<file path="src/rtl/core/csgc_pkg.sv">
`default_nettype none
// ----------------------------------------------------------------------------
// csgc_pkg
// Shared types and constants of the column stripe gain correction unit.
// ----------------------------------------------------------------------------
package csgc_pkg;

   localparam int PixWidth   = 14;
   localparam int GainWidth  = 17;
   localparam int NumPix     = 8;
   localparam int NumLanes   = 6;      // pixels 2..7 are corrected
   localparam int FirstLane  = 2;
   localparam int CsrIdxWidth = 3;
   localparam int CsrDataWidth = GainWidth;

   localparam int GainFracBits = 16;   // 1.16 gain, divide by 65536
   localparam int DarkMargin   = 64;

   localparam logic [PixWidth-1:0] BlackReset = PixWidth'(2048);
   localparam logic [PixWidth-1:0] WhiteReset = PixWidth'(16383);
   localparam logic [PixWidth-1:0] PeakReset  = PixWidth'((16383 * 2) / 3);

   // floor(x / 3) = (x * ThirdMul) >> ThirdShift for x below 2^16
   localparam int ThirdShift = 17;
   localparam int ThirdMul   = ((1 << ThirdShift) + 2) / 3;

   typedef logic [PixWidth-1:0]  pix_type;
   typedef logic [GainWidth-1:0] gain_type;

   typedef enum logic [CsrIdxWidth-1:0] {
      CSR_GAIN_COL2     = 3'd0,
      CSR_GAIN_COL3     = 3'd1,
      CSR_GAIN_COL4     = 3'd2,
      CSR_GAIN_COL5     = 3'd3,
      CSR_GAIN_COL6     = 3'd4,
      CSR_GAIN_COL7     = 3'd5,
      CSR_BLACK_LEVEL   = 3'd6,
      CSR_NOMINAL_WHITE = 3'd7
   } csr_idx_type;

   typedef enum logic {
      MODE_SCAN    = 1'b0,
      MODE_CORRECT = 1'b1
   } mode_type;

   typedef struct packed {
      logic    mode;
      logic    frame_start;
      pix_type in_pix0;
      pix_type in_pix1;
      pix_type in_pix2;
      pix_type in_pix3;
      pix_type in_pix4;
      pix_type in_pix5;
      pix_type in_pix6;
      pix_type in_pix7;
   } req_type;

   typedef struct packed {
      pix_type out_pix0;
      pix_type out_pix1;
      pix_type out_pix2;
      pix_type out_pix3;
      pix_type out_pix4;
      pix_type out_pix5;
      pix_type out_pix6;
      pix_type out_pix7;
   } rsp_type;

   // control shared by all correction lanes
   typedef struct packed {
      logic    load;     // correct transfer, capture this lane's pixel
      logic    bright;   // pixel 0 above black plus margin
      pix_type black;
      pix_type peak;
   } lane_ctl_type;

endpackage : csgc_pkg
`default_nettype wire

</file>
<file path="src/rtl/core/csgc_peak.sv">
`default_nettype none
// ----------------------------------------------------------------------------
// csgc_peak
// Frame peak tracker: max of base and the eight pixels of a scan block.
// ----------------------------------------------------------------------------
module csgc_peak
   import csgc_pkg::*;
(
   input  wire logic    clock,
   input  wire logic    reset,
   input  wire logic    scan,
   input  wire logic    frame_start,
   input  wire pix_type nominal_white,
   input  wire pix_type pix [NumPix],
   output pix_type      peak
);

   pix_type                     peak_ff;
   pix_type                     peak_in;
   logic [PixWidth:0]           white_x2;
   logic [PixWidth+ThirdShift:0] third_prod;
   pix_type                     start_peak;
   pix_type                     base;

   assign white_x2   = {nominal_white, 1'b0};
   assign third_prod = (PixWidth+ThirdShift+1)'(white_x2) *
                       (PixWidth+ThirdShift+1)'(ThirdMul);
   assign start_peak = third_prod[ThirdShift +: PixWidth];
   assign base       = frame_start ? start_peak : peak_ff;

   always_comb begin
      peak_in = base;
      for (int k = 0; k < NumPix; k++) begin
         if (pix[k] > peak_in) begin
            peak_in = pix[k];
         end
      end
   end

   always_ff @(posedge clock) begin
      if (reset) begin
         peak_ff <= PeakReset;
      end else if (scan) begin
         peak_ff <= peak_in;
      end
   end

   assign peak = peak_ff;

endmodule : csgc_peak
`default_nettype wire

</file>
<file path="config.mk">
export PLATFORM = sky130hd
export DESIGN_NAME = csgc_peak
export DESIGN_NICKNAME = d
export VERILOG_FILES = /design/src/rtl/core/csgc_pkg.sv /design/src/rtl/core/csgc_peak.sv
export SDC_FILE = /design/constraint.sdc
export NUM_CORES = 1
export LEC_CHECK = 0
export ABC_AREA = 1
export BUFFER_PORTS_ARGS = -buffer_cell sky130_fd_sc_hd__buf_4
export CORE_MARGIN = 2
export CORE_UTILIZATION = 37
export DETAILED_ROUTE_END_ITERATION = 12
export GPL_TIMING_DRIVEN = 1
export PLACE_DENSITY_LB_ADDON = 0.05
export SETUP_SLACK_MARGIN = 0.05
export SYNTH_ARGS = -nofsm -noshare
export SYNTH_HDL_FRONTEND = slang
export SYNTH_SLANG_ARGS = --single-unit
</file>
<file path="constraint.sdc">
create_clock -name clock -period 45.9 [get_ports clock]
set_clock_uncertainty 0.15 [all_clocks]
set_input_delay 4.59 -clock clock [delete_from_list [all_inputs] [get_ports clock]]
set_output_delay 4.59 -clock clock [all_outputs]
set_load 0.1 [all_outputs]
</file>
==> impl_metrics.json <==
{
  "synth_top_area_frac": 0.251,
  "hpwl_mm": 23.8,
  "clockRootBuffer": "clkbuf_16",
  "crit_top_cell": "nand2_1",
  "cp-end-kind": "register",
  "fillCellCount": 2612,
  "synth.area.top_cells": "ha_1, fa_1, nand2_1, inv_1, nand2_2",
  "grt_max_degree": 28,
  "io_pins": 144,
  "hold_viol_final": 0,
  "hold_buffers": 0,
  "clk_latency_ps": 240,
  "die_h_um": 161,
  "r2r_slack_ps": 31760,
  "largest_reg_flops": 14,
  "avgSynthCellArea_um2": 7.07,
  "cts.clk_slew.worst_paths_ps": 50,
  "nets": 1777,
  "die_area_mm2": 0.0258,
  "cts-resized-gates": 0,
  "outcome": "complete, no violations",
  "crit_required_ps": 45870,
  "slowest_stage": "nand2_1",
  "ant_nets": 0,
  "synth_edf_count": 0,
  "fin_ws_ps": 23030,
  "firstDrtPassIters": 5,
  "fin_tns_setup_ps": 0,
  "path_class": "primary input to register",
  "cts_tree": "yes",
  "critPathMaxFanout": 27,
  "seq_area_frac_synth": 0.0309,
  "num_vias": 8246,
  "port-buffer-count": 143,
  "slew_viol_final": 0,
  "place_ws_ps": 22720,
  "yosysTopAreaCell": "ha_1",
  "place.gp.congestion": 0.925,
  "yosysWarnings": 0,
  "cap_viol_max_count": 0,
  "htreeDepth": 1,
  "routedWlPerCell_um": 14.8,
  "drt_iter0_drc": 281,
  "r2r-end": "peak[3]$_SDFFE_PP1P_",
  "fin_crit_ps": 22870,
  "reg2regPathDepth": 79,
  "tightest_slew_ps": 859,
  "wirelength_mm": 25.8,
  "cp.arrival_ps": 22840,
  "start_util": 0.376,
  "grt_pass1_vias": 8385,
  "drive_gt1_frac": 0.220,
  "via_per_inst": 4.75,
  "rsz0062_at_grt": "no",
  "synth-async-reset-ratio": 0,
  "startpoint_type": "primary input",
  "die_w_um": 161,
  "dpl-instance-area_mm2": 0.0103,
  "grt_usage": 0.202,
  "cts_buffer_depth": 2,
  "syn2layout_area_growth_pct": 14.8,
  "numCtsBuffers": 3,
  "max_stage_delay_ps": 670,
  "cts_sinks": 14,
  "critPathCapture": "peak[3]$_SDFFE_PP1P_",
  "syn_nets": 1650,
  "startpoint": "nominal_white[8]",
  "synthFlopType": "dfxtp_1",
  "grt_overflow": 0,
  "ys_ff_latch": 14,
  "postCtsSetupRepairBufs": 0,
  "rows": 57,
  "grt_pass1_wl_mm": 42.1,
  "r2r-start": "peak[4]$_SDFFE_PP0P_",
  "synth.distinct_cells": 52,
  "synth_cells": 1284,
  "route.detailed.drc": 0,
  "synth_area_mm2": 0.00908,
  "clock.fmax_mhz": 43.7,
  "hold_path_class": "register to register",
  "antenna_found_initial": 1,
  "slew_headroom": 0.426,
  "setup_viol": 0,
  "period_share": 0.498,
  "final_area_mm2": 0.0104,
  "coreArea_mm2": 0.0242
}
==> how the worst min path moves through the flow <==
stage	cells past startpoint	to	slack, ps	start
floorplan	2	peak[10]$_SDFFE_PP0P_	790	peak[10]$_SDFFE_PP0P_
global placement	2	peak[12]$_SDFFE_PP0P_	370	peak[12]$_SDFFE_PP0P_
detailed placement	2	peak[12]$_SDFFE_PP0P_	390	peak[12]$_SDFFE_PP0P_
CTS	2	peak[12]$_SDFFE_PP0P_	400	peak[12]$_SDFFE_PP0P_
global route	2	peak[4]$_SDFFE_PP0P_	400	peak[4]$_SDFFE_PP0P_
finish	2	peak[0]$_SDFFE_PP0P_	390	peak[0]$_SDFFE_PP0P_
==> cell type report <==
class	instances	area, µm²	area share
Tap cell	324	405	0.0389
Sequential cell	14	280	0.0269
Antenna cell	1	2.50	0.000240
Inverter	228	856	0.0821
Clock buffer	4	88.8	0.00852
Multi-Input combinational cell	1021	7720	0.740
Timing Repair Buffer	143	1070	0.103
==> placed cells by master, fill, tap and decap left out, drive strengths merged, types with 3 or more instances in the layout <==
master	count
ha	182
nand3b	18
fa	54
nor2	50
a21oi	59
dfxtp	14
o21ai	92
clkbuf	4
nand2	371
buf	143
xor2	8
nand4	18
nor3	10
a21o	4
or2	3
nand3	102
xnor2	7
and2	6
inv	227
mux2i	6
o21bai	21
==> layer usage <==
| metal | up-vias | global-route usage | wire length, µm |
|---|---|---|---|
| met4 | 0 | 0.0422 | 526 |
| met5 | - | 0 | 0 |
| met3 | 20 | 0.00723 | 544 |
| met2 | 119 | 0.380 | 13100 |
| li1 | 4436 | - | - |
| met1 | 3671 | 0.257 | 11600 |
==> worst max-delay path: cells and delay by family <==
kind	cells	cell delay, ps
xor gates and xnor gates	1	150
AOI/OAI and AO/OA	11	1930
adders and majority gates	15	5640
buffers and inverters	16	1460
and+or+nand+nor	62	9020
==> through the flow <==
| step | cells | hold WS (ps) | utilization |
|---|---|---|---|
| floorplan | 1284 | 793 | - |
| global placement | 1730 | 375 | 0.428 |
| detailed placement | 1730 | 392 | 0.428 |
| CTS | 1734 | 398 | 0.431 |
| global route | 1735 | 404 | 0.431 |
| finish | 1735 | 388 | 0.431 |
==> cells by family after synthesis <==
| logic type | count (synthesis) | share of synthesized area |
|---|---|---|
| AO/OA/AOI/OAI | 185 | 0.120 |
| XOR/XNOR | 15 | 0.0145 |
| adder cells (fa/ha/maj) | 236 | 0.370 |
| buffers and inverters | 249 | 0.119 |
| flip-flops | 14 | 0.0309 |
| multiplexers | 6 | 0.00661 |
| AND/OR/NAND/NOR | 579 | 0.340 |
==> synth_stat cells (3+ instances only) <==
library cell,n
nand3b_1,13
nor2_2,5
buf_6,6
and2_1,6
nand3_2,20
nor2_1,41
nand2_1,279
nand2_2,66
nor2_4,4
buf_8,3
nand4_1,16
a21o_1,4
o21ai_2,6
a21oi_1,45
xnor2_1,7
o21ai_0,82
fa_1,54
nand3_1,81
o21bai_1,21
nand3b_2,4
nor3_2,7
nor3_1,3
ha_1,182
buf_4,3
dfxtp_1,14
o21ai_1,4
inv_1,225
or2_2,3
nand2_4,24
xor2_1,8
mux2i_1,6
a21oi_2,14
Power is left out: the tool's default activity adds up to more than one toggle a clock period on the data nets, which glitch-free logic cannot reach.
