--- config.mk ---
export PLATFORM = sky130hd
export DESIGN_NAME = csgc_lane
export DESIGN_NICKNAME = d
export VERILOG_FILES = /design/src/rtl/core/csgc_pkg.sv /design/src/rtl/core/csgc_lane.sv
export SDC_FILE = /design/constraint.sdc
export NUM_CORES = 1
export LEC_CHECK = 0
export BUFFER_PORTS_ARGS = -buffer_cell sky130_fd_sc_hd__buf_2
export CORE_UTILIZATION = 56
export DETAILED_ROUTE_END_ITERATION = 8
export GPL_TIMING_DRIVEN = 0
export HOLD_SLACK_MARGIN = 0.08
export PLACE_DENSITY = 0.78
export SYNTH_ARGS = -nofsm -noshare
export SYNTH_HDL_FRONTEND = slang
export SYNTH_SLANG_ARGS = --single-unit
--- constraint.sdc ---
create_clock -name clock -period 12.8 [get_ports clock]
set_clock_uncertainty 0.1 [all_clocks]
set_input_delay 1.28 -clock clock [delete_from_list [all_inputs] [get_ports clock]]
set_output_delay 1.28 -clock clock [all_outputs]
set_load 0.02 [all_outputs]
--- src/rtl/core/csgc_pkg.sv ---
`default_nettype none
// ----------------------------------------------------------------------------
// csgc_pkg
// Shared types and constants of the column stripe gain correction unit.
// ----------------------------------------------------------------------------
package csgc_pkg;

   localparam int PixWidth   = 14;
   localparam int GainWidth  = 17;
   localparam int NumPix     = 8;
   localparam int NumLanes   = 6;      // pixels 2..7 are corrected
   localparam int FirstLane  = 2;
   localparam int CsrIdxWidth = 3;
   localparam int CsrDataWidth = GainWidth;

   localparam int GainFracBits = 16;   // 1.16 gain, divide by 65536
   localparam int DarkMargin   = 64;

   localparam logic [PixWidth-1:0] BlackReset = PixWidth'(2048);
   localparam logic [PixWidth-1:0] WhiteReset = PixWidth'(16383);
   localparam logic [PixWidth-1:0] PeakReset  = PixWidth'((16383 * 2) / 3);

   // floor(x / 3) = (x * ThirdMul) >> ThirdShift for x below 2^16
   localparam int ThirdShift = 17;
   localparam int ThirdMul   = ((1 << ThirdShift) + 2) / 3;

   typedef logic [PixWidth-1:0]  pix_type;
   typedef logic [GainWidth-1:0] gain_type;

   typedef enum logic [CsrIdxWidth-1:0] {
      CSR_GAIN_COL2     = 3'd0,
      CSR_GAIN_COL3     = 3'd1,
      CSR_GAIN_COL4     = 3'd2,
      CSR_GAIN_COL5     = 3'd3,
      CSR_GAIN_COL6     = 3'd4,
      CSR_GAIN_COL7     = 3'd5,
      CSR_BLACK_LEVEL   = 3'd6,
      CSR_NOMINAL_WHITE = 3'd7
   } csr_idx_type;

   typedef enum logic {
      MODE_SCAN    = 1'b0,
      MODE_CORRECT = 1'b1
   } mode_type;

   typedef struct packed {
      logic    mode;
      logic    frame_start;
      pix_type in_pix0;
      pix_type in_pix1;
      pix_type in_pix2;
      pix_type in_pix3;
      pix_type in_pix4;
      pix_type in_pix5;
      pix_type in_pix6;
      pix_type in_pix7;
   } req_type;

   typedef struct packed {
      pix_type out_pix0;
      pix_type out_pix1;
      pix_type out_pix2;
      pix_type out_pix3;
      pix_type out_pix4;
      pix_type out_pix5;
      pix_type out_pix6;
      pix_type out_pix7;
   } rsp_type;

   // control shared by all correction lanes
   typedef struct packed {
      logic    load;     // correct transfer, capture this lane's pixel
      logic    bright;   // pixel 0 above black plus margin
      pix_type black;
      pix_type peak;
   } lane_ctl_type;

endpackage : csgc_pkg
`default_nettype wire

--- src/rtl/core/csgc_lane.sv ---
`default_nettype none
// ----------------------------------------------------------------------------
// csgc_lane
// One correction lane: gain multiply about black, then round toward zero,
// re-add black and clamp to the peak, or pass the pixel through unchanged.
// ----------------------------------------------------------------------------
module csgc_lane
   import csgc_pkg::*;
(
   input  wire logic         clock,
   input  wire lane_ctl_type ctl,
   input  wire pix_type      pix,
   input  wire gain_type     gain,
   output pix_type           result
);

   localparam int DiffW = PixWidth + 1;
   localparam int ProdW = DiffW + GainWidth + 1;
   localparam int QuotW = ProdW - GainFracBits;
   localparam int SumW  = PixWidth + 4;

   // stage 1: product
   logic signed [DiffW-1:0] diff;
   logic signed [ProdW-1:0] diff_x;
   logic signed [ProdW-1:0] gain_x;
   logic signed [ProdW-1:0] prod_ff;
   logic                    apply_ff;
   logic                    apply_in;
   pix_type                 pix_ff;
   pix_type                 peak_ff;

   // stage 2: finish
   logic signed [ProdW-1:0] adj;
   logic signed [QuotW-1:0] quot;
   logic signed [SumW-1:0]  val;
   logic signed [SumW-1:0]  peak_x;

   assign diff   = $signed({1'b0, pix}) - $signed({1'b0, ctl.black});
   assign diff_x = {{(ProdW-DiffW){diff[DiffW-1]}}, diff};
   assign gain_x = {{(ProdW-GainWidth){1'b0}}, gain};
   assign apply_in = (gain != '0) && (pix != '0) && (pix < ctl.peak) && ctl.bright;

   always_ff @(posedge clock) begin
      if (ctl.load) begin
         prod_ff  <= diff_x * gain_x;
         apply_ff <= apply_in;
         pix_ff   <= pix;
         peak_ff  <= ctl.peak;
      end
   end

   // bias negative products so the shift truncates toward zero
   assign adj    = prod_ff + (prod_ff[ProdW-1] ?
                   ProdW'((1 << GainFracBits) - 1) : ProdW'(0));
   assign quot   = adj[ProdW-1:GainFracBits];
   assign val    = {{(SumW-QuotW){quot[QuotW-1]}}, quot} +
                   $signed({{(SumW-PixWidth){1'b0}}, ctl.black});
   assign peak_x = $signed({{(SumW-PixWidth){1'b0}}, peak_ff});

   always_comb begin
      priority if (!apply_ff) begin
         result = pix_ff;
      end else if (val > peak_x) begin
         result = peak_ff;
      end else begin
         result = val[PixWidth-1:0];
      end
   end

endmodule : csgc_lane
`default_nettype wire

==> results.md <==
* Result of the run: completed
* Path type of the worst min-delay path: input port to register
* PostCTS Resize Cnt at 0
* Category of the most critical setup path: input port to register
* GR Util All Layers at 29.4%
* Layout cells sized above 1 at 7.54%
* Number of global-route vias before repair at 11,100
* Nets@finish at 2,017
* Count of standard-cell rows at 56
* Core area at 23,500 um^2
* Placement-stage worst setup slack at 2.24 ns
* RePlAce Congestion at 1.00
* Global route overflow at 0
* Clock Path Buffers at 2
* Netlist area before placement at 13,500 um^2
* Floorplan die height at 157 um
* Largest stage delay, worst path at 0.76 ns
* Die area at 24,700 um^2
* Synthesis Warnings at 0
* Multi-input logic area at 10,400 um^2
* Min Clock Period, post-route at 10.26 ns
* Summed negative setup slack over all endpoints at 0 ns
* Cell with the biggest individual delay on the critical path: xor2_1
* Dpl cell area at 14,300 um^2
* Initial DRC count at 744
* Post-synth top flop: edfxtp_1
* First-pass GRT wire length at 55,200 um
* H-Tree Depth at 3
* Endpoint kind of the worst setup timing path: register
* Area occupied by registers at 1860 um^2
* Synthesized area per cell at 9.07 um^2
* Layout overhead on the synthesized area at 8.04%
* Post-CTS setup buffer count at 0
* Max capacitance violation total at 0
* Pin count of the biggest net entering global routing at 63
* Most prevalent standard cell on the critical path: fa_1
* Number of cells produced by synthesis at 1,487
* Data arrival time of the worst path at 10.25 ns
* Port bufs at 75
* Number of buffers created by CTS at 9
* Starting density of the core at 57.3%
* Via count at 10,800
* Per-cell routed wire length at 17.9 um
* Number of buffers and inverters on the critical path at 6
* Number of synthesized flops with an enable pin at 62
* Min setup slack post-route at 2.54 ns
* Clock transition time at the flip-flop clock pins of the worst setup and hold paths at 0.07 ns
* Pins over their slew limit at 0
* Total DRC errors in the routed layout at 0
* Cell area after layout at 14,600 um^2
* Kind of launch point of the worst setup path: input port
* Number of top-level pins at 76
* Slew at the pin closest to its max-slew limit at 1.17 ns
* Cell at the root of the clock tree: clkbuf_16
* Netlist cell types at 63
* Number of vias per cell after detailed routing at 5.67
* Setup violators final at 0
* Synthesized Nets at 1,931
* Critical path required time at 12.79 ns
* Final number of hold-violating endpoints at 0
* Share of synthesized registers carrying an async set or reset at 0%
* Family with the most delay on the worst path: adder cells
* Normalized max-slew margin at 21.3%
* Number of register bits inferred by synthesis at 62
* First drt pass iteration count at 5
* Highest Clock Rate at 0.0974 GHz
* Fillers at 2,022
* TritonCTS sink count at 62
* Antenna violations before repair at 0
* TritonCTS clock tree: yes
* Period Utilization, post-route at 80.2%
* Final Routed Wirelength at 33,900 um
* Fraction of the core area covered by cells at the end of the flow at 61.9%
* Sequential-to-total area share from yosys stat at 13.8%
* Critical-path maximum fanout at 10
* Hold_buf cts at 0
* Die outline width at 157 um
* Post-DP HPWL at 27,900 um
* Unrepaired setup endpoints after global routing: no
* Remaining antenna violation count after routing at 0
## sequential cells by signal (all words and copies together), names as in the netlist
| signal | cells |
|---|---|
| apply_ff | 1 |
| pix_ff | 14 |
| peak_ff | 14 |
| prod_ff | 33 |
## final timing paths
check / depth (start not counted) / to / from
worst max-delay path: 32 / prod_ff[32]$_DFFE_PP_ / ctl[15]
worst min-delay path: 1 / peak_ff[1]$_DFFE_PP_ / ctl[1]
## logic make-up (layout without fill, tap and decap cells)
family / count (synthesis) / in the layout / synth area share, %
simple gates: 444 / 444 / 16.2
fa+ha+maj: 382 / 382 / 46.3
buf+inv: 324 / 415 / 9.17
compound gates: 216 / 216 / 10.6
flops: 62 / 62 / 13.8
xor+xnor: 56 / 56 / 3.64
mux: 3 / 3 / 0.232
other cells: 0 / 1 / 0
## cell usage after synthesis, drive strengths merged, types with 3 or more instances
cell type / n / area, um^2
and3: 10 / 62.6
clkbuf: 37 / 139
and2: 66 / 413
xnor2: 36 / 315
edfxtp: 62 / 1860
inv: 282 / 1060
o21a: 13 / 105
a311oi: 3 / 26.3
o31a: 3 / 26.3
nor4: 9 / 62.6
buf: 5 / 40.0
o211ai: 4 / 30.0
nor2b: 25 / 156
nand4: 15 / 93.8
or3: 10 / 67.6
a211oi: 6 / 50.1
xor2: 20 / 175
nand3b: 3 / 22.5
a31oi: 20 / 146
nand3: 15 / 75.1
o311ai: 4 / 50.1
a21oi: 59 / 295
or2: 5 / 31.3
ha: 186 / 2330
nor2: 59 / 221
a21boi: 5 / 37.5
o21ai: 48 / 248
o31ai: 4 / 30.0
o21bai: 5 / 37.5
a21o: 25 / 188
nor3: 14 / 81.3
a41oi: 3 / 26.3
fa: 196 / 3920
nand2: 177 / 664
nand2b: 33 / 206
a31o: 3 / 26.3
## cell usage in the layout, fill, tap and decap left out, types with 37 or more instances in the layout
cell / count
ha_1: 186
a21oi_1: 59
inv_1: 282
nand2_1: 177
edfxtp_1: 62
nor2_1: 59
buf_2: 76
and2_1: 66
fa_1: 196
clkbuf_1: 37
## per-stage QoR
| step | instances | hold WS [ns] |
|---|---|---|
| detailed placement | 1881 | 1.38 |
| global placement | 1881 | 1.37 |
| floorplan | 1487 | 1.28 |
| CTS | 1897 | 1.02 |
| global route | 1897 | 1.02 |
| finish | 1898 | 1.02 |
## layer usage
| layer | wire length, um | part of all wire, % | GRT usage [%] |
|---|---|---|---|
| met1 | 14000 | 41 | 37.6 |
| met2 | 15500 | 46 | 48.7 |
| met3 | 2930 | 8.6 | 5.86 |
| met4 | 1420 | 4.2 | 12.2 |
| met5 | 0 | 0 | 0 |
## area by class of cell
class,count,share of cell area [%]
Inverter,282,7.26
Clock buffer,9,1.54
Buffer,42,1.23
Multi-Input combinational cell,1101,71.3
Clock inverter,7,0.549
Antenna cell,1,0.0172
Tap cell,319,2.74
Sequential cell,62,12.8
Timing Repair Buffer,75,2.59
Power is left out: the tool's default activity adds up to more than one toggle a clock period on the data nets, which glitch-free logic cannot reach.
